`src/rtl/affine_transform_3d_engine_assert.svh`:
```
// ----------------------------------------------------------------------------
// Assertion macros for the affine transform engine
// Same-cycle and next-cycle implications, clocked on clk, quiet in reset.
// ----------------------------------------------------------------------------
`ifndef AFFINE_TRANSFORM_3D_ENGINE_ASSERT_SVH
`define AFFINE_TRANSFORM_3D_ENGINE_ASSERT_SVH

// cond holds in the same cycle as the trigger
`define ATE_ASSERT_NOW(lbl, trig, cond, msg) \
	lbl: assert property (@(posedge clk) disable iff (!arst_n) (trig) |-> (cond)) else $error(msg);

// cond holds in the cycle after the trigger
`define ATE_ASSERT_NEXT(lbl, trig, cond, msg) \
	lbl: assert property (@(posedge clk) disable iff (!arst_n) (trig) |=> (cond)) else $error(msg);

`endif

```
`src/rtl/ate_pkg.sv`:
```
// ----------------------------------------------------------------------------
// ate_pkg
// Shared constants, types and arithmetic helpers of the affine engine.
// ----------------------------------------------------------------------------
package ate_pkg;

	localparam int FRAC_BITS  = 16;
	localparam int COEF_COUNT = 12;
	localparam int ADDR_W     = 4;
	localparam int RW         = FRAC_BITS + 2;   // rotation entry width
	localparam int DIV_STEPS  = FRAC_BITS + 1;
	localparam int DCNT_W     = $clog2(DIV_STEPS + 1);
	localparam int QPROD_N    = 10;              // quaternion products
	localparam int RENT_N     = 9;               // rotation entries

	localparam logic [2:0] OP_RESET     = 3'd0;
	localparam logic [2:0] OP_WRITE     = 3'd1;
	localparam logic [2:0] OP_APPLY     = 3'd2;
	localparam logic [2:0] OP_TRANSLATE = 3'd3;
	localparam logic [2:0] OP_SCALE     = 3'd4;
	localparam logic [2:0] OP_ROTATE    = 3'd5;

	typedef logic signed [31:0] coef_t;
	typedef logic signed [63:0] prod_t;
	typedef logic signed [RW-1:0] rent_t;

	localparam coef_t ONE   = coef_t'(64'd1 << FRAC_BITS);
	localparam coef_t Q_LIM = 32'sh4000_0000;

	typedef enum logic [3:0] {
		S_IDLE,
		S_EXEC,
		S_PASS,
		S_QMUL,
		S_QNORM,
		S_QDIV,
		S_RLOAD,
		S_RMUL,
		S_DONE
	} state_t;

	function automatic coef_t sat32(prod_t v);
		if (v > 64'sd2147483647)
			return 32'sh7FFF_FFFF;
		else if (v < -64'sd2147483648)
			return 32'sh8000_0000;
		else
			return coef_t'(v[31:0]);
	endfunction

	// round to nearest, ties toward plus infinity
	function automatic prod_t mulr(prod_t p);
		prod_t t;
		t = p + (prod_t'(1) <<< (FRAC_BITS - 1));
		return t >>> FRAC_BITS;
	endfunction

	// identity value of entry {row, col}
	function automatic coef_t ident(logic [ADDR_W-1:0] e);
		return (e[3:2] == e[1:0]) ? ONE : '0;
	endfunction

endpackage

```
`src/rtl/ate_div.sv`:
```
// ----------------------------------------------------------------------------
// ate_div
// Restoring divider: round(num * 2^FRAC_BITS / den), ties away from zero, |num| limited to den.
// ----------------------------------------------------------------------------
module ate_div (
	input  logic                clk,
	input  logic                arst_n,
	input  logic                start,
	input  ate_pkg::prod_t      num,
	input  logic [63:0]         den,
	output logic                done,
	output ate_pkg::rent_t      quo
);

	logic                         busy_q;
	logic                         done_q;
	logic [ate_pkg::DCNT_W-1:0]   cnt_q;
	logic [63:0]                  rem_q;
	logic [63:0]                  den_q;
	logic [ate_pkg::RW-1:0]       qt_q;
	logic                         neg_q;
	ate_pkg::rent_t               quo_q;

	logic [63:0]                  mag;
	logic [63:0]                  magc;
	logic [63:0]                  rem_sh;
	logic                         ge;
	logic [ate_pkg::RW:0]         qinc;
	logic [ate_pkg::RW-1:0]       qr;

	always_comb begin
		mag    = num[63] ? 64'(-num) : 64'(num);
		magc   = (mag > den) ? den : mag;
		rem_sh = {rem_q[62:0], 1'b0};
		ge     = (rem_sh >= den_q);
		qinc   = {1'b0, qt_q} + (ate_pkg::RW+1)'(1);
		qr     = qinc[ate_pkg::RW:1];
	end

	always_ff @(posedge clk or negedge arst_n) begin
		if (!arst_n) begin
			busy_q <= 1'b0;
			done_q <= 1'b0;
			cnt_q  <= '0;
		end else begin
			done_q <= 1'b0;
			if (start) begin
				busy_q <= 1'b1;
				cnt_q  <= '0;
			end else if (busy_q) begin
				if (cnt_q < ate_pkg::DCNT_W'(ate_pkg::DIV_STEPS)) begin
					cnt_q <= cnt_q + 1'b1;
				end else begin
					busy_q <= 1'b0;
					done_q <= 1'b1;
				end
			end
		end
	end

	always_ff @(posedge clk) begin
		if (start) begin
			rem_q <= (magc == den) ? '0 : magc;
			qt_q  <= ate_pkg::RW'(magc == den);
			neg_q <= num[63];
			den_q <= den;
		end else if (busy_q) begin
			if (cnt_q < ate_pkg::DCNT_W'(ate_pkg::DIV_STEPS)) begin
				rem_q <= ge ? (rem_sh - den_q) : rem_sh;
				qt_q  <= {qt_q[ate_pkg::RW-2:0], ge};
			end else begin
				quo_q <= neg_q ? -$signed(qr) : $signed(qr);
			end
		end
	end

	assign done = done_q;
	assign quo  = quo_q;

endmodule

```
`config.mk`:
```
export PLATFORM = sky130hd
export DESIGN_NAME = ate_div
export DESIGN_NICKNAME = d
export VERILOG_FILES = /design/src/rtl/affine_transform_3d_engine_assert.svh /design/src/rtl/ate_pkg.sv /design/src/rtl/ate_div.sv
export SDC_FILE = /design/constraint.sdc
export NUM_CORES = 1
export LEC_CHECK = 0
export ABC_AREA = 1
export BUFFER_PORTS_ARGS = -buffer_cell sky130_fd_sc_hd__buf_2
export CAP_MARGIN = 15
export CORE_MARGIN = 2
export CORE_UTILIZATION = 55
export DETAILED_ROUTE_END_ITERATION = 10
export GPL_TIMING_DRIVEN = 0
export PLACE_DENSITY = 0.82
export SYNTH_ARGS = -nofsm -noshare
export SYNTH_HDL_FRONTEND = slang
export SYNTH_SLANG_ARGS = --single-unit
```
`constraint.sdc`:
```
create_clock -name clk -period 5.4 [get_ports clk]
set_input_delay 0.54 -clock clk [delete_from_list [all_inputs] [get_ports clk]]
set_output_delay 0.54 -clock clk [all_outputs]
set_load 0.02 [all_outputs]
```
==> results.yml, run 1 <==
synthesis:
  synth_seq_area_share_pct: 27.2
  ys_types: 55
  synth_most_common_cell: "nand2_1"
  synth_edf_count: 147
  synthTopCellsByArea: "edfxtp_1 (24%), nand2_1 (14%), ha_1 (9.1%), inv_1 (8.1%), nor2_1 (8.0%)"
  ys_seq_elements: 171
  yosys.area.top_type_share_pct: 24.4
  syn_inst: 2757
  synthArstFlopShare_pct: 4.09
  yosysWarnings: 0
  synth_fp_nets: 3021
  synth_flop_cell: "edfxtp_1"
  avgSynthCellArea_um2: 6.57
  synth_area_um2: 18100
  synth_top_area_cell: "edfxtp_1"
  synth_common_cells: "nand2_1 (692), inv_1 (389), nor2_1 (387), nand3_1 (233), edfxtp_1 (147)"
cells_and_area:
  drive_gt1_share_pct: 10.1
  final_nets: 3194
  syn2layout_area_growth_pct: 11.3
  post-route-util_pct: 62.1
  instances_no_fill: 3394
  final_cell_area_um2: 20200
worst_setup_path:
  crit_path_max_fanout: 10
  cp.arrival_ns: 5.55
  path_class: "in2reg"
  worstPathRequired_ns: 5.71
  crit_path_end_kind: "flip-flop"
  cp-start-kind: "input pin"
detailed_routing:
  route.vias.total: 19428
  routedWlPerCell_um: 19.0
  drtIter0Drc: 1848
  drc_errors: 0
  dr.pass1.iters: 6
  viasPerCell: 5.72
  finalWirelength_um: 64500
  ant_nets: 0
clock_tree:
  cts_buffers: 17
  cts_tree: "yes"
  cts_root_buffer: "clkbuf_16"
  cts_max_level: 4
  clockBufferDepth: 2
  path_clk_slew_ns: 0.07
  insertion_delay_ns: 0.44
  cts_sinks: 171
timing:
  period_needed_ns: 5.24
  relSlewSlack_pct: 44.3
  holdWs_ns: 0.337
  setup_viol_count_final: 0
  min_period_over_period_pct: 97.0
  grt_setup_unrepaired: "no"
  worstMarginPinSlew_ns: 0.824
  fmax_mhz: 191
  slew_viol_final: 0
  hold_viol_final: 0
  finClkSkew_ns: 0.0125
floorplan:
  die_h_um: 185
  core_um2: 32500
  placementRows: 66
  die_area_um2: 34400
  initial_core_util_pct: 55.8
  die_w_um: 185
  pin_count: 150
place:
  routabilityCongestion: 1.00
  hpwlAfterDp_um: 54500
  placed_area_um2: 19500
  dp_cells: 3351
  port_buffers: 149
job:
  max_cap_viol_count: 0
grt:
  antenna_found_initial: 10
  grtUsageTotal_pct: 37.6
  gr-total-overflow: 0
  grt_pass1_vias: 18186
  grt_pass1_wl_um: 98000
  grt_max_degree: 60
worst_hold_path:
  holdCritPathClass: "in2reg"
outcome:
  run_status: "finished, final reports clean"
power_and_ir_drop:
  p_leak_nw: 9.76
  p_per_area_nw_per_um2: 375
  peakVddDrop_v: 0.000284
## sequential cells by signal (all words and copies together), names as in the netlist
signal  flops
den_q      64
rem_q      63
qt_q       18
quo        18
cnt_q       5
busy_q      1
done        1
neg_q       1
## logic make-up after synthesis
logic type / after synthesis / share of synthesized area (%)
flip-flops: 171 / 27.2
adder cells (fa/ha/maj): 133 / 9.23
XOR/XNOR: 110 / 5.65
AND/OR/NAND/NOR: 1415 / 32.5
AO/OA/AOI/OAI: 434 / 14.6
buffers and inverters: 494 / 10.8
## stage by stage
step | TNS (ns) | total power [mW] | worst slack (ns)
global route | 0 | 8.05 | 0.0462
global placement | -128.14 | 6.07 | -1.54
floorplan | 0 | 4.95 | 1.27
CTS | 0 | 7.42 | 0.0988
finish | 0 | 7.55 | 0.160
detailed placement | -17.87 | 6.17 | -0.369
## final cells by class
cell class	count	area (um2)
tap	442	553
clock buffer	25	527
clock inverter	7	77.6
antenna	9	22.5
timing repair buffer	155	830
sequential	171	4930
inverter	419	1570
fill	3099	12300
buffer	74	387
multi-input combinational	2092	11300
## worst max-delay path: stages
cell	delay (ns)
buf_2	0.17
buf_2	0.26
buf_1	0.56
clkbuf_1	0.43
a21oi_1	0.18
ha_1	0.31
nand2_1	0.06
nor2_1	0.17
nand2_1	0.13
nor4_1	0.48
nand4_1	0.19
nand2_2	0.18
clkbuf_1	0.63
nand3_1	0.16
nand2_1	0.12
nor2_1	0.05
nand2_1	0.05
nor2_1	0.07
nand2_1	0.13
nor2_2	0.08
nand2_4	0.17
buf_6	0.16
nand2_1	0.14
nand2_1	0.09
## worst paths after layout
path / from / cells past startpoint / slack, ns / endpoint
min in group asynchronous: arst_n / 2 / 0.46 / cnt_q[3]
max reg2reg: rem_q[0] / 16 / 1.37 / rem_q[26]
min reg2reg: qt_q[1] / 2 / 0.51 / qt_q[1]
min: den[34] / 1 / 0.34 / den_q[34]
max in group asynchronous: arst_n / 2 / 4.79 / busy_q
max: num[63] / 24 / 0.16 / rem_q[13]
## repair_timing
item | CTS | global route
hold endpoints to repair | 7 | 0
hold buffers | 1 | 0
endpoints found under the setup margin | 0 | 64
resized for setup | 0 | 12
buffers inserted | 0 | 2
## layer usage
layer | GRT usage [%] | share of wire (%)
met5 | 0 | 0.019
met4 | 18.8 | 5.0
met3 | 5.58 | 8.9
met2 | 62.0 | 45
met1 | 48.0 | 41
## cells in the final DEF (no fill, tap or decap), drive strengths merged, types with 17 or more instances in the layout
cell / netlist / layout
a21oi: 146 / 146
dfxtp: 17 / 17
nor2: 396 / 396
xor2: 74 / 74
edfxtp: 147 / 147
buf: 48 / 199
o211ai: 49 / 49
a211oi: 65 / 65
nand2: 697 / 697
inv: 417 / 419
xnor2: 36 / 36
nand4: 29 / 29
nor3: 31 / 31
ha: 132 / 132
clkbuf: 27 / 54
nand3: 237 / 237
o21ai: 98 / 98
## power by group
group / internal (mW) / total, mW / leakage, nW / switching (mW)
sequential: 1.79 / 1.95 / 1.72 / 0.161
combinational: 1.48 / 4.37 / 7.75 / 2.90
clock: 0.728 / 1.23 / 0.300 / 0.501
Note: power is estimated with default switching activity, not from simulation.
==> run 2: changes to the inputs <==
- CORE_UTILIZATION: 55 -> 60
- PLACE_DENSITY: 0.82 -> 0.88
==> run 2 against run 1 <==
Core utilization rose by 5.7 points; sequential share of layout area rose by 0.076 points; final cell count fell by 1.6%; clock power rose by 7%; sequential power barely moved; global-route usage rose by 4.5 points; non-clock buffer count rose by 2; total power rose by 2.1%; critical endpoint unchanged; largest cell class unchanged; highest routed layer unchanged.
==> results.yml, run 2 (synthesized netlist as in run 1, its figures left out) <==
outcome:
  run_status: "finished, final reports clean"
power_and_ir_drop:
  fin_total_pwr_mw: 7.71
  clkPwrFrac_pct: 17.1
  swShare_pct: 48.0
  combPwrFrac_pct: 57.5
  internal_power_mw: 4.01
  peakVddDrop_v: 0.000280
  p_per_area_nw_per_um2: 384
  p_leak_nw: 9.76
  pwr-share-seq_pct: 25.5
  switchingPower_mw: 3.70
worst_setup_path:
  critical_path.slowest_cell: "buf_1"
  path_class: "in2reg"
  cp.arrival_ns: 5.42
  r2r_cells: 16
  crit_cells: 26
  crit_path_max_fanout: 10
  cp_top_family: "simple AND/OR/NAND/NOR gates"
  worstPathRequired_ns: 5.59
  cp-start-kind: "input pin"
  r2r_slack_ns: 1.30
  crit_path_frequent_cell: "nand2_1"
  path_buf_inv: 6
  r2r_end: "rem_q[26]"
  rr_startpoint: "rem_q[0]"
  crit_path_end_kind: "flip-flop"
  max_stage_delay_ns: 0.50
place:
  routabilityCongestion: 1.04
  port_buffers: 149
  hpwlAfterDp_um: 54600
  pre_cts_slack_ns: -0.308
  dp_cells: 3299
  placed_area_um2: 19400
floorplan:
  die_area_um2: 31600
  core_um2: 29600
  placementRows: 63
  pin_count: 150
  die_w_um: 178
  initial_core_util_pct: 61.1
  die_h_um: 178
cells_and_area:
  largest_register_ffs: 64
  final_nets: 3196
  most-common-layout-cells: "nand2_1 (692), inv_1 (389), nor2_1 (385), nand3_1 (233), buf_2 (176)"
  n_fill_cell: 2560
  drive_gt1_share_pct: 10.1
  syn2layout_area_growth_pct: 11.0
  final_common_cell: "nand2_1"
  instances_no_fill: 3341
  reg.largest.list: "den_q: 64 flops, rem_q: 63 flops"
  top_register: "den_q"
  final_cell_area_um2: 20100
detailed_routing:
  dr_wl_met3_um: 7150
  viasPerCell: 6.04
  ant_nets: 0
  route.vias.total: 20180
  dr.pass1.iters: 9
  routedWlPerCell_um: 20.0
  dr.max_layer_used: "met5"
  drc_errors: 0
  met2_length_um: 29700
  finalWirelength_um: 66700
  drt-met1-wl_um: 25200
  drtIter0Drc: 2440
timing:
  worstMarginPinSlew_ns: 0.900
  hold_viol_final: 0
  holdWs_ns: 0.326
  period_needed_ns: 5.23
  fmax_mhz: 191
  setup_viol_count_final: 0
  min_period_over_period_pct: 96.9
  finClkSkew_ns: 0.0171
  slew_viol_final: 0
  relSlewSlack_pct: 39.2
  worst_slack_ns: 0.170
job:
  max_cap_viol_count: 0
clock_tree:
  insertion_delay_ns: 0.44
  clockBufferDepth: 2
  cts_sinks: 171
  cts_buffers: 17
  cts_tree: "yes"
  cts_root_buffer: "clkbuf_16"
  path_clk_slew_ns: 0.07
  cts_max_level: 4
grt:
  antenna_found_initial: 8
  gr-total-overflow: 0
  grt_max_degree: 62
  grt_pass1_wl_um: 102000
  grt_pass1_vias: 19199
  grtUsageTotal_pct: 42.1
worst_hold_path:
  holdCritPathClass: "in2reg"
  hold_end: "den_q[55]"
  hold_path_depth: 1
  worstHoldStart: "den[55]"
-- run 2: changes by cell type in the layout (fill, tap and decap cells not counted), sizes merged --
cell / delta
clkinv: -1
diode: -3
clkinvlp: +2
inv: +4
clkbuf: -6
buf: +1
bufinv: +2
-- run 2: worst register-to-register path: cells and delay by family (launching register included) --
kind | cells | cell delay (ns)
simple gates | 5 | 0.48
flops | 1 | 0.37
buf+inv | 4 | 0.82
fa+ha+maj | 1 | 0.47
compound gates | 6 | 1.72
-- run 2: how the worst max path moves through the flow --
stage,startpoint,endpoint,slack (ns)
after global routing,num[0],rem_q[12],-0.03
after floorplan,num[1],rem_q[59],1.27
after CTS,num[0],rem_q[10],0.13
final,num[63],rem_q[13],0.17
after global placement,start,rem_q[13],-1.30
after detailed placement,num[0],rem_q[11],-0.31
-- run 2: power by group through the flow --
stage,logic [mW],clock network (mW),registers [mW]
floorplan,3.03,0,1.92
global placement,4.06,0,1.95
detailed placement,4.18,0,1.97
CTS,4.26,1.30,1.95
global route,4.80,1.34,1.98
finish,4.43,1.32,1.96
-- run 2: cell type report --
cell class | instances | area (um2) | area share [%]
repair buffers | 156 | 833 | 4.15
inverters | 419 | 1570 | 7.83
clock buffers | 18 | 429 | 2.14
clock inverters | 14 | 184 | 0.915
well taps | 390 | 488 | 2.43
plain buffers | 75 | 393 | 1.96
flip-flops and latches | 171 | 4930 | 24.5
multi-input cells | 2092 | 11200 | 56.0
diodes | 6 | 15.0 | 0.0747
-- run 2: routing by layer --
| layer | vias to the layer above | track usage (%) |
|---|---|---|
| li1 | 9435 | - |
| met1 | 9050 | 51.7 |
| met2 | 1405 | 68.8 |
| met3 | 286 | 6.45 |
| met4 | 4 | 26.9 |
| met5 | - | 0 |
-- run 2: through the flow --
step / setup TNS (ns) / util [%]
after CTS: 0 / 67.6
after floorplan: 0 / -
final: 0 / 67.8
after global routing: -0.130 / 67.8
after detailed placement: -14.15 / 65.5
after global placement: -102.21 / 65.3
-- run 2: timing repair --
action | CTS | global route
endpoints found under the setup margin | 0 | 62
setup buffers | 0 | 3
hold endpoints to repair | 7 | 0
hold buffers | 1 | 0
resized for setup | 0 | 12
